$ cat src/rtl/core/ktws_div.sv
// Restoring divider, two quotient bits per cycle.
module ktws_div #(
	parameter int DW = 62,
	parameter int VW = 14
) (
	input  logic          clk,
	input  logic          arst_n,
	input  logic          start,
	input  logic [DW-1:0] dividend,
	input  logic [VW-1:0] divisor,
	output logic          done,
	output logic [DW-1:0] quotient
);
	localparam int STEPS = 2;
	localparam int ITER  = (DW + STEPS - 1) / STEPS;
	localparam int CW    = $clog2(ITER + 1);

	logic          busy_q;
	logic          done_q;
	logic [CW-1:0] cnt_q;
	logic [VW-1:0] rem_q;
	logic [DW-1:0] quo_q;
	logic [VW-1:0] div_q;
	logic [VW-1:0] rem_n;
	logic [DW-1:0] quo_n;

	always_comb begin
		logic [VW:0] r;
		rem_n = rem_q;
		quo_n = quo_q;
		for (int i = 0; i < STEPS; i++) begin
			r     = {rem_n, quo_n[DW-1]};
			quo_n = {quo_n[DW-2:0], 1'b0};
			if (r >= {1'b0, div_q}) begin
				r        = r - {1'b0, div_q};
				quo_n[0] = 1'b1;
			end
			rem_n = r[VW-1:0];
		end
	end

	always_ff @(posedge clk or negedge arst_n) begin
		if (!arst_n) begin
			busy_q <= 1'b0;
			done_q <= 1'b0;
			cnt_q  <= '0;
		end else begin
			done_q <= 1'b0;
			if (start) begin
				busy_q <= 1'b1;
				cnt_q  <= CW'(ITER - 1);
			end else if (busy_q) begin
				if (cnt_q == '0) begin
					busy_q <= 1'b0;
					done_q <= 1'b1;
				end
				cnt_q <= cnt_q - 1'b1;
			end
		end
	end

	always_ff @(posedge clk) begin
		if (start) begin
			rem_q <= '0;
			quo_q <= dividend;
			div_q <= divisor;
		end else if (busy_q) begin
			rem_q <= rem_n;
			quo_q <= quo_n;
		end
	end

	assign done     = done_q;
	assign quotient = quo_q;
endmodule

$ cat config.mk
export PLATFORM = sky130hd
export DESIGN_NAME = ktws_div
export DESIGN_NICKNAME = d
export VERILOG_FILES = /design/src/rtl/core/ktws_div.sv
export SDC_FILE = /design/constraint.sdc
export NUM_CORES = 1
export LEC_CHECK = 0
export BUFFER_PORTS_ARGS = -buffer_cell sky130_fd_sc_hd__buf_2
export CORE_AREA = 2 2 101 113
export CTS_CLUSTER_SIZE = 14
export DETAILED_ROUTE_END_ITERATION = 6
export DIE_AREA = 0 0 103 115
export HOLD_SLACK_MARGIN = 0.05
export PLACE_DENSITY = 0.89
export SKIP_CTS_REPAIR_TIMING = 1
export SLEW_MARGIN = 10
export SYNTH_ARGS = -nofsm -noshare
export SYNTH_HDL_FRONTEND = slang
export SYNTH_SLANG_ARGS = --single-unit
export TNS_END_PERCENT = 5
$ cat constraint.sdc
create_clock -name clk -period 5 [get_ports clk]
set_input_delay 0.5 -clock clk [delete_from_list [all_inputs] [get_ports clk]]
set_output_delay 0.5 -clock clk [all_outputs]
set_load 0.02 [all_outputs]
# Word level (Yosys, flattened, before mapping)
# Index checks and enable logic that the tools add are counted.
# W data, S select, Z words.
dict set report word_totals {
  register_bits 97
  input_bits 79
}
dict set report classes {
  add_sub_neg 3
  n_lt_le_gt_ge 2
  mux 14
  n_reduce_logical 2
}
# operator n
set op_table {}
lappend op_table {{$mux W62} 2}
lappend op_table {{$ge A15 B14 Y1} 2}
lappend op_table {{$mux W14} 2}
lappend op_table {{$sub A14 B14 Y14} 2}
lappend op_table {{$mux W5} 2}
lappend op_table {{$mux W1} 8}
lappend op_table {{$logic_not A5 Y1} 1}
lappend op_table {{$sub A5 B1 Y5 const B} 1}
lappend op_table {{$reduce_bool A2 Y1} 1}

# Depth between registers and ports, before layout
dict set report depth {
  ltp_word 6
  ltp_mapped 21
  mapped_depth_nobuf 18
}

# Worst setup path before layout
# Ideal clock, no wire load.
dict set report synth_timing {
  path_type {reg2reg}
  from {register div_q[10]}
  to {register quo_q[0] (netlist: quotient[0]), data pin}
  t_arrival_ps 4065
  path_slack_ps 675
  path_stages_with_launch 17
  n_path_buf 2
  path_cell_list {edfxtp_1 inv_1 ha_1 nand4_2 or4_4 o21ai_2 buf_4 mux2_2 ha_1 a21o_1 a21o_1 a31o_2 a211oi_1 a221oi_1 a211o_4 buf_6 mux2_2}
}
dict set report synth_via {
  elab_chain_len 6
  elab_cells_between_ends 7
  classes_between {1 x add/sub; 2 x order compare; 4 x mux}
}
# element line
set synth_lines {}
lappend synth_lines {{start: declaration} 23} ;# logic [VW-1:0] div_q;
lappend synth_lines {{start signal: assignment} 66} ;# div_q <= divisor;
lappend synth_lines {{$sub A14 B14 Y14 or $ge A15 B14 Y1 (tied branches)} {35, 34}}
lappend synth_lines {{$mux W14} 34} ;# if (r >= {1'b0, div_q}) begin
lappend synth_lines {{$ge A15 B14 Y1 (*)} 34}
lappend synth_lines {{$mux W1 (*)} 34}
lappend synth_lines {{$mux W62 (*)} 67} ;# end else if (busy_q) begin
lappend synth_lines {{$mux W62 (*)} 63} ;# if (start) begin
lappend synth_lines {{end signal: assignment} 65} ;# quo_q <= dividend;
lappend synth_lines {{end signal: assignment} 69} ;# quo_q <= quo_n;
lappend synth_lines {{end: declaration} 22} ;# logic [DW-1:0] quo_q;
# Mark *: on every way between the ends. The rest lies on a longest branch, timed or not. The select of a mux whose other input is x is not followed.
# A chain may end at the register's enable or synchronous reset.

# Worst setup path in the final report
dict set report layout_timing {
  from {register div_q[3]}
  to {register rem_q[6]}
}
dict set report layout_via {
  elab_chain_len 4
  elab_cells_between_ends 6
  classes_between {2 x add/sub; 2 x order compare; 2 x mux}
}
# element line
set layout_lines {}
lappend layout_lines {{$sub A14 B14 Y14 or $ge A15 B14 Y1 (tied branches)} {35, 34}}
lappend layout_lines {{$mux W14} 34}
lappend layout_lines {{$sub A14 B14 Y14 or $ge A15 B14 Y1 (tied branches)} {35, 34}}
lappend layout_lines {{$mux W14 (*)} 34}
lappend layout_lines {{end signal: assignment} 68} ;# rem_q <= rem_n;
lappend layout_lines {{end: declaration} 21} ;# logic [VW-1:0] rem_q;
# Mark *: on every way between the ends. The rest lies on a longest branch, timed or not.

==> results.md <==
* Status: finished clean
* Avg Cell Area, Syn at about 12 sq um
* Layout area overhead at 19.6%
* Clk root buf: clkbuf_16
* CP Cell Sequence: inv_1 -> ha_1 -> a21oi_1 -> and2b_2 -> nor4_1 -> buf_4 -> o21ai_2 -> buf_4 -> o21ai_0 -> inv_1 -> ha_1 -> nor2b_1 -> o2111ai_1 -> and3_1 -> or2_2 -> a221oi_2 -> a211oi_2 -> nand2_1 -> a311oi_2
* Synth unique cells at between 50 and 60
* Top post-synthesis cells by area: edfxtp_1 40%, mux2_2 13%, ha_1 6.6%
* Pin count of the biggest net entering global routing at 60
* WP data arrival at just under 5 ns
* FMAX at about 0.21 GHz
* Combinational share of power at about half
* Top FF cell, synth: edfxtp_1
* Clk_lat worst skew at roughly 0.35 ns
* Pwr/cell area at 547 nW/um^2
* CP Class: flop to flop
* Vias at between 4,000 and 5,000
* Die W at 103 um
* Max Clock Skew at slightly above 0.01 ns
* Clock-pin slew on the worst setup and hold paths at 0.07 ns
* DP Area at 6470 sq um
* Nets at ~730
* Die height at 115 um
* # Max-Cap Violations at 0
* Max incr delay on CP at approximately 0.69 ns
* Core Rows at 40
* Startpoint types: flop
* Reg2reg setup slack at approximately 0.30 ns
* Placer congestion estimate at roughly 0.9
* Post-Route Utilization at 63.3%
* First-pass GRT wire length at approximately 21 mm
* Syn nets at approximately 580
* Yosys warns at 0
* Post-synth EDFFs at between 70 and 80
* Min Tclk post-route at 4.70 ns
* Worst setup EP type: flop
* Endpoint of the worst register-to-register path: rem_q[6]
* Crit-path slowest cell: a211oi_2
* Remaining routing DRC violations at 0
* Top Ports at about 140
* Crit share post-route at between 90 and 100%
* Number of CTS-inserted buffers at 9
* CP Buf/Inv Count at 4
* CTS tree: yes
* Initial antenna violation count at 0
* Cells on worst reg2reg path at 19
* Clock power frac at a little under a fifth
* Switching power share of the total at 39.2%
* Pre-CTS worst setup slack at 0.349 ns
* Area leader, netlist: edfxtp_1
* Setup crit start: div_q[3]
* Worst Max-Slew Pin Slew at roughly 0.87 ns
* Sink Count at 97
* Area of the mapped netlist at 5670 sq um
* Unrepaired setup endpoints after global routing: yes
* Launch point of the worst reg-to-reg path: div_q[3]
* Hold Crit Class: input pin to flop
* Post-route cell area at 6780 sq um
* Static Leakage at slightly below 3 nW
* Final global-route overflow total at 0
* Final Hold Viols at 0
* Placeable core region at roughly 11,000 sq um
* 1st-iter DRT viols at about 230
* Slew Viols, Final at 0
* Vias in the first global route at roughly 4,400
* Number of port buffers at between 100 and 150
* Count leader, synth: edfxtp_1
* Final setup fails at 0
* Internal power at ~2.3 mW
* Total power at ~3.7 mW
* Ant diodes at 0
* Cell count after synthesis at between 400 and 500
* CP Capture Point: rem_q[6]
* 1st-pass router iterations at 5
* WP depth at 19
* Hpwl dp at 9.93 mm
* Most common library cells after synthesis: 76 x edfxtp_1, 67 x mux2_2, 33 x inv_1
* Critical Path RT at 5.25 ns
* Reg power frac at just under 30%
* Setup ws final at approximately 0.30 ns
* #FFs+latches synth at 97
* Psw at 1.45 mW
* DRT antenna net count at 0
* Initial Utilization at a little over half
* Share of post-route cells with drive strength above 1 at 40.9%
* Critical path's top delay family: compound AO/OA/AOI/OAI gates
* Die ar. at ~12,000 sq um
* Vias per inst at around 5.6
* Post-synth top area share at ~40%
* Routed len/inst at ~17 um
* Overall routing resource usage at 23.1%
* Max-slew headroom at about two fifths
* Ys async rst share at ~7%
* Max VDD drop at between 0.3 and 0.4 mV
* Sequential area share after synthesis at roughly 48%
* DRT Wirelength at roughly 13 mm
* H-tree lvl count at 3
* CP max FO at 11
* Max Buffers Root-to-Sink at 2
==> worst min path at each step <==
stage | startpoint | end | slack (ns) | cells past startpoint
floorplan | arst_n | busy_q | 0.20 | 0
global placement | arst_n | cnt_q[2] | 0.33 | 1
detailed placement | arst_n | cnt_q[3] | 0.34 | 1
CTS | arst_n | cnt_q[2] | -0.03 | 1
global route | divisor[3] | div_q[3] | 0.32 | 1
finish | divisor[3] | div_q[3] | 0.32 | 1
==> power by group through the flow <==
stage	logic, mW	registers, mW	clock network [mW]
after floorplan	1.43	1.17	0
after global placement	1.84	1.10	0
after detailed placement	1.88	1.10	0
after CTS	1.89	1.09	0.699
after global routing	2.09	1.10	0.731
final	1.92	1.09	0.694
==> registers in the layout, summed over array words and instances, names as in the netlist <==
signal	count
quotient	62
cnt_q	5
rem_q	14
div_q	14
busy_q	1
done	1
==> metal layers <==
metal | part of all wire, % | global-route usage [%] | vias up | routed length, um
met4 | 2.6 | 9.56 | 0 | 343
met1 | 39 | 28.2 | 2056 | 5220
met2 | 49 | 37.3 | 185 | 6580
li1 | - | - | 2050 | -
met3 | 8.7 | 8.21 | 31 | 1150
met5 | 0 | 0 | - | 0
==> metrics by stage <==
stage / TNS, ns / instances / hold WS, ns
2_1_floorplan: 0 / 471 / 0.204
3_5_place_dp: 0 / 751 / 0.339
5_1_grt: -0.0308 / 768 / 0.316
6_report: 0 / 768 / 0.324
3_3_place_gp: 0 / 751 / 0.334
4_1_cts: 0 / 767 / -0.0317
==> worst register-to-register path, delay by kind of cell (launching register included) <==
| family | cells | cell delay, ns |
|---|---|---|
| fa+ha+maj | 2 | 0.61 |
| buf+inv | 4 | 0.56 |
| flops | 1 | 0.36 |
| compound gates | 7 | 1.75 |
| simple gates | 6 | 1.33 |
==> final cells by class <==
class,count,area (sq um)
tap,147,184
fill,854,3930
clock inverter,4,55.1
inverter,33,124
sequential,97,2740
multi-input combinational,323,2650
clock buffer,12,236
timing repair buffer,152,793
==> cells by family after synthesis <==
| logic type | count (synthesis) | synth area share [%] |
|---|---|---|
| compound gates | 95 | 12.7 |
| xor+xnor | 23 | 3.55 |
| fa+ha+maj | 32 | 7.33 |
| buf+inv | 51 | 5.05 |
| flops | 97 | 48.3 |
| mux | 71 | 14.0 |
| simple gates | 102 | 9.07 |
==> layout by cell type (no fill, tap or decap), types with 10 or more instances in the layout <==
cell type    n
buf_2      140
edfxtp_1    76
mux2_2      67
inv_1       32
ha_1        30
nor2_1      26
nand2_1     25
a21oi_1     22
o21ai_0     16
xnor2_1     15
dfxtp_1     14
buf_4       11
nand3_1     10
a21o_1      10
(Power assumes the default switching activity.)
