[config.mk]
export PLATFORM = sky130hd
export DESIGN_NAME = ktws_sqrt
export DESIGN_NICKNAME = d
export VERILOG_FILES = /design/src/rtl/core/ktws_sqrt.sv
export SDC_FILE = /design/constraint.sdc
export NUM_CORES = 1
export LEC_CHECK = 0
export CAP_MARGIN = 20
export CORE_MARGIN = 1.5
export CORE_UTILIZATION = 45
export CTS_BUF_LIST = sky130_fd_sc_hd__clkbuf_2
export CTS_CLUSTER_SIZE = 14
export DETAILED_ROUTE_END_ITERATION = 10
export DONT_BUFFER_PORTS = 1
export PLACE_DENSITY_LB_ADDON = 0.15
export SKIP_LAST_GASP = 1
export SYNTH_ARGS = -nofsm -noshare
export SYNTH_HDL_FRONTEND = slang
export SYNTH_SLANG_ARGS = --single-unit
[constraint.sdc]
create_clock -name clk -period 15.54 [get_ports clk]
set_clock_uncertainty 0.2 [all_clocks]
set_input_delay 0 -clock clk [delete_from_list [all_inputs] [get_ports clk]]
set_output_delay 0 -clock clk [all_outputs]
set_load 0.005 [all_outputs]
[src/rtl/core/ktws_sqrt.sv]
// Floored integer square root, two result bits per cycle.
module ktws_sqrt #(
	parameter int IW = 64
) (
	input  logic            clk,
	input  logic            arst_n,
	input  logic            start,
	input  logic [IW-1:0]   radicand,
	output logic            done,
	output logic [IW/2-1:0] root
);
	localparam int RW    = IW / 2;
	localparam int EW    = RW + 3;
	localparam int STEPS = 2;
	localparam int ITER  = RW / STEPS;
	localparam int CW    = $clog2(ITER + 1);

	logic          busy_q;
	logic          done_q;
	logic [CW-1:0] cnt_q;
	logic [IW-1:0] rad_q;
	logic [RW-1:0] root_q;
	logic [EW-1:0] rem_q;
	logic [IW-1:0] rad_n;
	logic [RW-1:0] root_n;
	logic [EW-1:0] rem_n;

	always_comb begin
		logic [EW-1:0] r;
		logic [EW-1:0] trial;
		rad_n  = rad_q;
		root_n = root_q;
		rem_n  = rem_q;
		for (int i = 0; i < STEPS; i++) begin
			r     = {rem_n[EW-3:0], rad_n[IW-1:IW-2]};
			rad_n = {rad_n[IW-3:0], 2'b00};
			trial = {1'b0, root_n, 2'b01};
			if (r >= trial) begin
				rem_n  = r - trial;
				root_n = {root_n[RW-2:0], 1'b1};
			end else begin
				rem_n  = r;
				root_n = {root_n[RW-2:0], 1'b0};
			end
		end
	end

	always_ff @(posedge clk or negedge arst_n) begin
		if (!arst_n) begin
			busy_q <= 1'b0;
			done_q <= 1'b0;
			cnt_q  <= '0;
		end else begin
			done_q <= 1'b0;
			if (start) begin
				busy_q <= 1'b1;
				cnt_q  <= CW'(ITER - 1);
			end else if (busy_q) begin
				if (cnt_q == '0) begin
					busy_q <= 1'b0;
					done_q <= 1'b1;
				end
				cnt_q <= cnt_q - 1'b1;
			end
		end
	end

	always_ff @(posedge clk) begin
		if (start) begin
			rad_q  <= radicand;
			root_q <= '0;
			rem_q  <= '0;
		end else if (busy_q) begin
			rad_q  <= rad_n;
			root_q <= root_n;
			rem_q  <= rem_n;
		end
	end

	assign done = done_q;
	assign root = root_q;
endmodule

=== Word level (Yosys, flattened, before mapping) ===
Index checks and enable logic that the tools add are counted.

* Add/sub/neg operators: 3
* Reduce and logical (&&, ||, !) cells: 2
* Order comparisons: 2
* Multiplexer cells: 14

{| class="wikitable"
|+ Operator list
! cell !! number
|-
| 64-bit two-way mux || 2
|-
| 35-bit by 34-bit >= comparator with 1-bit output || 2
|-
| 33-bit two-way mux || 2
|-
| 33-bit subtractor || 2
|-
| 5-bit two-way mux || 2
|-
| 1-bit two-way mux || 8
|-
| 5-bit zero test || 1
|-
| 5-bit by 1-bit subtractor with 5-bit output, second input constant || 1
|-
| 2-bit nonzero test || 1
|}

* Flip-flop bits (word level): 136
* Input port bits: 67
* Logic and storage cells: 27

=== Depth between registers and ports, before layout ===
Gate-level depths: netlist of run 1.

* Depth in word-level cells: 4
* Depth in mapped cells: 28

=== Worst setup path after synthesis of run 1 ===
OpenSTA, ideal clock, no wires.

* Path type: register to register
* From: register root_q[22], in the netlist root[22]
* To: register rem_q[28]
* Arrival time: 5089 ps
* Cell stages (with the launch flop): 25
* Data required time: 15212 ps
* Period minus slack after synthesis: 5417 ps
* Path slack: 10123 ps
* Cells stage by stage: dfxtp_1 > inv_1 > ha_1 > clkbuf_2 > nand4_1 > or4_4 > nor4_4 > a211oi_2 > nand2_2 > inv_2 > clkbuf_1 > clkbuf_1 > nand2_1 > o21ai_0 > ha_1 > nand2_1 > o21ai_0 > o41a_1 > nor2_1 > o31ai_1 > nor4b_1 > a311oi_4 > a211o_1 > a2111oi_2 > o31ai_1

* Cells in the longest elaborated chain, start to end: 4

{| class="wikitable"
|+ RTL lines
! item !! line !! RTL
|-
| start, declared || 22 || <nowiki>logic [RW-1:0] root_q;</nowiki>
|-
| start signal, assigned || 75 || <nowiki>root_q <= root_n;</nowiki>
|-
| 33-bit subtractor / 35-bit by 34-bit >= comparator with 1-bit output (equally long branches) || 39, 38 ||
|-
| 33-bit two-way mux / 1-bit two-way mux (equally long branches) || 38 || <nowiki>if (r >= trial) begin</nowiki>
|-
| 33-bit subtractor / 35-bit by 34-bit >= comparator with 1-bit output (equally long branches) || 39, 38 ||
|-
| 33-bit two-way mux (*) || 38 ||
|-
| end signal, assigned || 76 || <nowiki>rem_q <= rem_n;</nowiki>
|-
| end, declared || 23 || <nowiki>logic [EW-1:0] rem_q;</nowiki>
|}

Mark *: on every way between the ends. The rest lies on a longest branch, timed or not.
A chain may end at the register's enable or synchronous reset.

=== Worst setup path after layout of run 1 ===
* From: register root_q[2], in the netlist root[2]
* To: register rem_q[28]

The elaborated chain is that of the path after synthesis.

==> out/results.ini, run 1 <==
[logic_synthesis]
synth_area_sq_um=9811
synth_largest_area_cell=edfxtp_1
yosysSeqAreaShare_pct=34.64
synth_cell_types=74
synthArstFlopShare_pct=5.147
syn_nets=1213
synth_edf_count=64
synth_common_cells=93 x nand2_1, 93 x nor2_1, 75 x a21oi_1
synth_top_cell_area_share_pct=19.59
netlist_instances=1076
synth.area.top_cells=edfxtp_1 20%, dfxtp_1 13%, ha_1 8.9%, mux2_2 7.2%, mux2i_1 4.3%
syn_avg_cell_area_sq_um=9.118
ys.flop_type=dfxtp_1
yosys_warnings=0
synth_seq_cells=136

[hold_path]
min_from=start
hold_path_class=input pin to flip-flop

[global_routing]
grt_pass1_vias=7919
grt_max_degree=125
grt_pass1_wl_microns=43040
antenna_found_initial=1
grt_overflow_total=0
grtUsageTotal_pct=24.76

[outcome]
status=complete, no violations

[sta]
setup_viol=0
hold_viol_final=0
slew_viol_final=0
grt_setup_unrepaired=false
period_needed_ns=6.818
worst_pin_slew_ns=0.9345
tns_ns=0
fin_crit_sh_pct=43.88
maxSlewHeadroom_pct=37.63
fmax_mhz=146.7

[floorplanning]
initial_core_util_pct=46.23
die_w_microns=150.7
ios=100
num_rows=53
dieArea_sq_um=22700
die_h_microns=150.7
core-area_sq_um=21220

[layout]
fillers=1954
layout.nets=1294
layout-drive-gt1-share_pct=10.85
area_delta_synth_final_pct=15.80

[worst_setup_path]
path_max_fanout=36
crit_type=flip-flop to flip-flop
path_cells=inv_1 -> ha_1 -> a211oi_1 -> nor2_1 -> o311ai_2 -> a21oi_1 -> o211ai_2 -> nand2_2 -> inv_2 -> buf_4 -> nand2_1 -> o21ai_0 -> ha_1 -> a21oi_1 -> o21ai_0 -> o41a_1 -> nor2_1 -> o31ai_1 -> nor4b_1 -> a311oi_4 -> a211o_1 -> a2111oi_2 -> o31ai_1
crit_required_ns=15.98
cp-start-kind=flip-flop
cp_top_family=compound AO/OA/AOI/OAI gates
r2r-start=root[2]$_SDFFE_PP0P_
arrival_ns=7.26
r2r_slack_ns=8.72
cp-startpoint=root[2]$_SDFFE_PP0P_
cpPeakStageDelay_ns=0.67
endpoint_kind=flip-flop
critPathBufInv=3
slowest_stage=nor4b_1

[placement]
routabilityCongestion=0.9043
io_buffers=0
hpwl_microns=18660

[route]
routed_wirelength_microns=27600
vias=8105
drtAntennaViolNets=0
drc=0
drtPass1Iterations=7
drt-initial-drc-count=560
wire_per_inst_microns=19.09
vias_per_cell=5.605

[flow_run]
drv_cap=0

[clock_tree]
numCtsBuffers=17
insertion_delay_ns=0.78
cts_tree=done
cts.sinks=136
cts_root_buf=clkbuf_2
htree_levels=4
clk_pin_slew_ns=0.25
cts_max_path_buffers=2
cts_setup_buffers=0

## flip-flops by register name (all words and copies together), names as in the netlist
signal,count
rem_q,33
root,32
done,1
busy_q,1
cnt_q,5
rad_q,64
## layout by cell type, fill, tap and decap left out, drive strengths merged, types with 5 or more instances in the layout
master / synthesis / routed
o21bai: 6 / 6
inv: 55 / 65
nor3: 10 / 10
xor2: 28 / 28
o21ai: 71 / 71
clkbuf: 34 / 17
nand4: 13 / 13
mux2: 63 / 63
nand3: 10 / 10
a21oi: 75 / 75
nor2: 93 / 93
mux2i: 42 / 42
buf: 43 / 6
dlygate4sd3: 0 / 133
a211oi: 19 / 19
nand2: 95 / 95
o21a: 7 / 7
nand2b: 15 / 15
ha: 70 / 70
and3: 9 / 9
o22ai: 5 / 5
and2: 8 / 8
dfxtp: 65 / 65
a21o: 38 / 38
nor2b: 14 / 14
a31oi: 7 / 7
edfxtp: 64 / 64
dfrtp: 7 / 7
a311oi: 9 / 9
xnor2: 34 / 34
## logic make-up (layout without fill, tap and decap cells)
kind of cell	Yosys count	count (layout)	synth area share [%]
fa+ha+maj	70	70	8.927
xor+xnor	62	62	5.535
flops	136	136	34.64
simple gates	295	295	14.53
other cells	0	1	0
compound gates	276	276	18.51
mux	105	105	11.52
buf+inv	132	226	6.351
## layer usage
metal / up-vias / track usage [%] / routed length [microns]
met3: 22 / 5.485 / 1385
met2: 217 / 41.01 / 12910
met1: 3844 / 33.14 / 12950
met4: 0 / 5.097 / 356
li1: 4022 / - / -
met5: - / 0 / 0
## worst reg2reg max path: stages, from the launching register on
cell,delay (ns)
dfxtp_1,0.46
inv_1,0.11
ha_1,0.37
a211oi_1,0.26
nor2_1,0.13
o311ai_2,0.47
a21oi_1,0.24
o211ai_2,0.32
nand2_2,0.22
inv_2,0.32
buf_4,0.41
nand2_1,0.13
o21ai_0,0.14
ha_1,0.25
a21oi_1,0.08
o21ai_0,0.27
o41a_1,0.24
nor2_1,0.07
o31ai_1,0.29
nor4b_1,0.67
a311oi_4,0.30
a211o_1,0.38
a2111oi_2,0.30
o31ai_1,0.09
## metrics by stage
| step | utilization, % | hold WS [ns] | instance area (sq um) | worst slack [ns] | cells |
|---|---|---|---|---|---|
| finish | 53.54 | 0.1424 | 11360 | 8.722 | 1446 |
| global route | 53.54 | 0.1038 | 11360 | 8.317 | 1446 |
| CTS | 53.53 | 0.1180 | 11360 | 8.874 | 1445 |
| detailed placement | 46.10 | -0.4955 | 9782 | 8.938 | 1279 |
| global placement | 46.10 | -0.4954 | 9782 | 9.109 | 1279 |
| floorplan | - | -0.4956 | 9811 | 10.12 | 1076 |
## path summary, 6_finish.rpt
path / endpoint / cells after the start
setup / recovery: rem_q[28]$_SDFFE_PP0P_ / 23
setup reg to reg: rem_q[28]$_SDFFE_PP0P_ / 23
min in group asynchronous: cnt_q[2]$_DFFE_PN0P_ / 3
max in group asynchronous: busy_q$_DFF_PN0_ / 3
hold / removal: root[18]$_SDFFE_PP0P_ / 3
hold reg to reg: rem_q[31]$_SDFFE_PP0P_ / 2
## what timing repair did
action                                  4_1_cts  5_1_grt
endpoints found under the setup margin        0        0
gates resized for setup                       0        0
endpoints found under the hold margin       143        0
hold buffers                                134        0
## area by class of cell
class,count,area (sq um),area share [%]
diodes,1,2.502,0.02203
clock buffers,17,85.08,0.7489
clock inverters,15,132.6,1.167
inverters,55,206.4,1.817
multi-input cells,808,5792,50.98
flip-flops and latches,136,3402,29.94
well taps,275,344.1,3.029
repair buffers,139,1396,12.29
Power of run 1 is not shown: default switching activity piles up to over one toggle a cycle in this logic, so the estimate is an artifact.
==> inputs of run 2 (changes only) <==
==> constraint.sdc (replaced) <==
create_clock -name clk -period 5.74 [get_ports clk]
set_clock_uncertainty 0.2 [all_clocks]
set_input_delay 0 -clock clk [delete_from_list [all_inputs] [get_ports clk]]
set_output_delay 0 -clock clk [all_outputs]
set_load 0.005 [all_outputs]
==> run 2 against run 1 <==
  * Sequential share of layout area fell by 1.6 points
  * Fmax rose by 24%
  * Global-route usage up 1.9 points
  * Die area stayed put
  * Design area grew 6.1%
  * Wire length increased by 7.0%
  * Critical path depth grew 1
==> out/results.ini, run 2 (synthesis results as in run 1) <==
[clock_tree]
insertion_delay_ns=0.75
cts_max_path_buffers=2
htree_levels=4
cts_root_buf=clkbuf_2
numCtsBuffers=17
cts_tree=done
clk_pin_slew_ns=0.26
cts.sinks=136

[layout]
layout_common_cells=132 x dlygate4sd3_1, 93 x nand2_1, 92 x nor2_1
largest_reg_flops=64
layout-drive-gt1-share_pct=18.24
layout.nets=1363
regMostFlops=rad_q
area_delta_synth_final_pct=22.88
final_common_cell=dlygate4sd3_1

[sta]
holdWs_ns=0.1830
fmax_mhz=181.6
grt_setup_unrepaired=true
slew_viol_final=0
fin_crit_sh_pct=95.94
hold_viol_final=0
setup_viol=0
worst_pin_slew_ns=0.8505
period_needed_ns=5.507
maxSlewHeadroom_pct=43.30

[route]
drc=0
vias=8542
drt-initial-drc-count=572
routed_wirelength_microns=29540
drtPass1Iterations=6
drtAntennaViolNets=0
wire_per_inst_microns=19.49
vias_per_cell=5.635

[global_routing]
grt_overflow_total=0
grtUsageTotal_pct=26.63
grt_pass1_wl_microns=46110
antenna_found_initial=1
grt_pass1_vias=8377
grt_max_degree=125

[worst_setup_path]
path_max_fanout=12
arrival_ns=5.97
cp-startpoint=root[7]$_SDFFE_PP0P_
cp-start-kind=flip-flop
r2r-start=root[7]$_SDFFE_PP0P_
crit_required_ns=6.20
endpoint_kind=flip-flop
crit_type=flip-flop to flip-flop

[outcome]
status=complete, no violations

[hold_path]
hold_path_class=input pin to flip-flop
min_from=start

[placement]
routabilityCongestion=0.8893
hpwl_microns=19640
io_buffers=0

[floorplanning]
core-area_sq_um=21220
ios=100
dieArea_sq_um=22700
initial_core_util_pct=46.23
die_h_microns=150.7
die_w_microns=150.7
num_rows=53

[flow_run]
drv_cap=0

## run 2: through the flow
| step | util [%] | worst slack (ns) | instance area [sq um] | setup TNS [ns] | cells |
|---|---|---|---|---|---|
| after global routing | 56.81 | -0.01616 | 12060 | -0.03084 | 1516 |
| after detailed placement | 48.49 | 0.01688 | 10290 | 0 | 1345 |
| after floorplan | - | 0.3229 | 9811 | 0 | 1076 |
| after CTS | 56.05 | 0.02179 | 11890 | 0 | 1511 |
| after global placement | 48.49 | 0.05977 | 10290 | 0 | 1345 |
| final | 56.81 | 0.2328 | 12060 | 0 | 1516 |
## run 2: worst max-delay path, cell delays in order, from the launching register on
cell and delay (ns):
dfxtp_2 0.42, inv_1 0.08, ha_1 0.39, nand3_1 0.22
nor2_1 0.30, o311ai_4 0.17, a21oi_2 0.26, nor2_1 0.11
o21a_1 0.21, o211ai_1 0.20, xnor2_1 0.14, o21ai_0 0.15
ha_1 0.48, and4_1 0.30, nand4_1 0.20, nor3_1 0.22
nand2_1 0.11, nor2_1 0.11, a21oi_1 0.07, nand2_1 0.08
o31ai_2 0.08, nor3b_4 0.17, buf_6 0.18, or2_2 0.30
a311oi_1 0.28
## run 2: path summary, 6_finish.rpt
| path | end | slack, ns | cells past startpoint |
|---|---|---|---|
| min in group asynchronous | cnt_q[3]$_DFFE_PN0P_ | 0.50 | 3 |
| hold / removal | root[17]$_SDFFE_PP0P_ | 0.18 | 3 |
| max in group asynchronous | busy_q$_DFF_PN0_ | 4.58 | 3 |
| setup / recovery | rem_q[16]$_SDFFE_PP0P_ | 0.23 | 24 |
| hold reg to reg | rem_q[29]$_SDFFE_PP0P_ | 0.30 | 2 |
| setup reg to reg | rem_q[16]$_SDFFE_PP0P_ | 0.23 | 24 |
## run 2: layout make-up
type | count | area [sq um]
fillers | 1904 | 9165
multi-input cells | 808 | 5891
flip-flops and latches | 136 | 3416
repair buffers | 208 | 1949
well taps | 275 | 344.1
inverters | 55 | 209.0
clock inverters | 15 | 156.4
clock buffers | 17 | 85.08
diodes | 2 | 5.005
## run 2: what timing repair did
item	in CTS	in global routing
cloned	0	1
hold endpoints to repair	143	0
buffers inserted	1	2
hold buffers	133	0
pin swaps	1	5
endpoints found under the setup margin	2	34
gates resized for setup	2	44
## run 2: routing by layer
metal  track usage (%)  routed length [microns]  vias to the layer above
met4             8.204                      548                        0
met2             44.79                    14290                      225
met1             35.05                    13300                     4117
met5                 0                        0                        -
met3             4.273                     1408                       37
li1                  -                        -                     4163
Power of run 2 is left out for the same reason.
==> inputs of run 3 (changes only) <==
--- a/config.mk
+++ b/config.mk
@@ -5,9 +5,10 @@
 export SDC_FILE = /design/constraint.sdc
 export NUM_CORES = 1
 export LEC_CHECK = 0
+export ABC_AREA = 1
 export CAP_MARGIN = 20
 export CORE_MARGIN = 1.5
-export CORE_UTILIZATION = 45
+export CORE_UTILIZATION = 60
 export CTS_BUF_LIST = sky130_fd_sc_hd__clkbuf_2
 export CTS_CLUSTER_SIZE = 14
 export DETAILED_ROUTE_END_ITERATION = 10
==> run 3 against run 2 <==
  * Sequential share of layout area up 0.35 points
  * Global-route usage up 12 points
  * Register-to-register slack about the same
  * First-iteration DRC count up 58%
  * Die area down 22%
  * Fmax about the same
  * Wire length up 14%
  * Largest cell class unchanged
==> out/results.ini, run 3 <==
[floorplanning]
dieArea_sq_um=17770
ios=100
die_w_microns=133.3
num_rows=47
core-area_sq_um=16580
initial_core_util_pct=61.42
die_h_microns=133.3

[sta]
tns_ns=0
period_needed_ns=5.508
maxSlewHeadroom_pct=50.66
grt_setup_unrepaired=false
setup_viol=0
slew_viol_final=0
hold_viol_final=0
fmax_mhz=181.5
worst_pin_slew_ns=0.7374
fin_crit_sh_pct=95.96

[route]
drtAntennaViolNets=0
routed_wirelength_microns=33630
drtPass1Iterations=6
vias_per_cell=5.802
wire_per_inst_microns=18.66
vias=10460
drt-initial-drc-count=903
drc=0

[logic_synthesis]
synthArstFlopShare_pct=5.147
synth_seq_cells=136
yosysSeqAreaShare_pct=33.36
synth_largest_area_cell=edfxtp_1
synth_top_cell_area_share_pct=18.87
synth.area.top_cells=edfxtp_1 19%, nand2_1 17%, dfxtp_1 13%, ha_1 8.6%, inv_1 6.3%
yosys_warnings=0
synth_common_cells=463 x nand2_1, 172 x inv_1, 115 x nor2_1
synth_area_sq_um=10190
yosysMostFrequentCell=nand2_1
synth_cell_types=50
netlist_instances=1466
synth_edf_count=64
syn_avg_cell_area_sq_um=6.948
syn_nets=1603
ys.flop_type=dfxtp_1

[clock_tree]
cts_setup_buffers=0
numCtsBuffers=17
cts_tree=done
htree_levels=4
cts.sinks=136
cts_max_path_buffers=2
insertion_delay_ns=0.80
cts_root_buf=clkbuf_2
clk_pin_slew_ns=0.26

[layout]
area_delta_synth_final_pct=16.29
layout_common_cells=463 x nand2_1, 172 x inv_1, 132 x dlygate4sd3_1
layout-drive-gt1-share_pct=6.135
final_common_cell=nand2_1
regMostFlops=rad_q
multi_input_area_sq_um=5685
register_area_sq_um=3398
fillers=1345
largest_reg_flops=64
utilization_pct=71.43
layout.nets=1705

[hold_path]
hold_path_class=input pin to flip-flop

[worst_setup_path]
endpoint_kind=flip-flop
arrival_ns=6.06
path_max_fanout=14
crit_type=flip-flop to flip-flop
cp-start-kind=flip-flop
crit_required_ns=6.29

[flow_run]
drv_cap=0

[global_routing]
grt_pass1_wl_microns=53210
grt_pass1_vias=10150
grtUsageTotal_pct=38.52
grt_max_degree=98
grt_overflow_total=0
antenna_found_initial=1

[placement]
hpwl_microns=21800
routabilityCongestion=0.9711
io_buffers=0

[outcome]
status=complete, no violations

[run 3: per-layer routing]
layer  part of all wire, %  vias up  GRT usage, %
li1                      -     4999             -
met1                    42     4808         49.70
met2                    46      531         62.15
met3                   7.5      118         6.469
met4                   5.2        0         20.41
met5                     0        -             0
[run 3: through the flow]
stage | area [sq um] | setup slack [ns] | instances | hold slack, ns
after floorplan | 10190 | 1.513 | 1466 | -0.4956
after global placement | 10190 | 0.1257 | 1633 | -0.4952
after detailed placement | 10190 | 0.08451 | 1633 | -0.4952
after CTS | 11770 | 0.02367 | 1798 | 0.01416
after global routing | 11850 | 0.02617 | 1802 | 0.01738
final | 11850 | 0.2318 | 1802 | 0.01859
[run 3: cells by family (layout without fill, tap and decap cells)]
| family | Yosys count | in the layout | synth area share (%) |
|---|---|---|---|
| AND/OR/NAND/NOR | 712 | 712 | 29.10 |
| AO/OA/AOI/OAI | 252 | 252 | 14.21 |
| buffers and inverters | 251 | 366 | 10.82 |
| flip-flops | 136 | 136 | 33.36 |
| adder cells (fa/ha/maj) | 70 | 70 | 8.598 |
| XOR/XNOR | 42 | 42 | 3.611 |
| multiplexers | 3 | 3 | 0.2948 |
| other | 0 | 1 | 0 |
[run 3: area by class of cell]
class	count	area share [%]
multi-input combinational	1079	48.00
inverter	179	5.683
clock inverter	15	1.278
tap	220	2.324
antenna	1	0.02113
timing repair buffer	155	13.29
sequential	136	28.69
clock buffer	17	0.7183
[run 3: repair_timing]
item	CTS	global route
hold buffers	133	0
gates resized for setup	0	1
endpoints found under the setup margin	0	16
endpoints found under the hold margin	111	0
[run 3: critical path, cell delays in order (launching register included)]
cell and delay (ns):
dfxtp_1 0.44, inv_1 0.11, ha_1 0.44, o21ai_0 0.14, nand2_1 0.20, a21oi_1 0.31, o21ai_1 0.19, a21oi_1 0.25
inv_1 0.12, nand4_1 0.14, nand2_1 0.12, or2_2 0.30, nand3_1 0.07, nand2_1 0.12, ha_1 0.35, inv_1 0.09
nor3_1 0.32, and3_1 0.24, nand3_1 0.13, o21ai_4 0.23, nor2_8 0.10, nand2_4 0.18, nand2_1 0.26, a21oi_1 0.30
nor2_1 0.08, nor2_1 0.08
[run 3: final timing paths]
| check | startpoint | end | slack (ns) | cells past startpoint |
|---|---|---|---|---|
| worst min-delay path | start | rem_q[28]$_SDFFE_PP0P_ | 0.02 | 3 |
| worst max-delay path | root[0]$_SDFFE_PP0P_ | rem_q[26]$_SDFFE_PP0P_ | 0.23 | 25 |
| min in group asynchronous | arst_n | cnt_q[3]$_DFFE_PN0P_ | 0.44 | 3 |
| max in group asynchronous | arst_n | cnt_q[4]$_DFFE_PN0P_ | 4.65 | 3 |
| worst min register to register | rem_q[5]$_SDFFE_PP0P_ | rem_q[5]$_SDFFE_PP0P_ | 0.32 | 2 |
| worst max register to register | root[0]$_SDFFE_PP0P_ | rem_q[26]$_SDFFE_PP0P_ | 0.23 | 25 |
Power of run 3 is left out for the same reason.
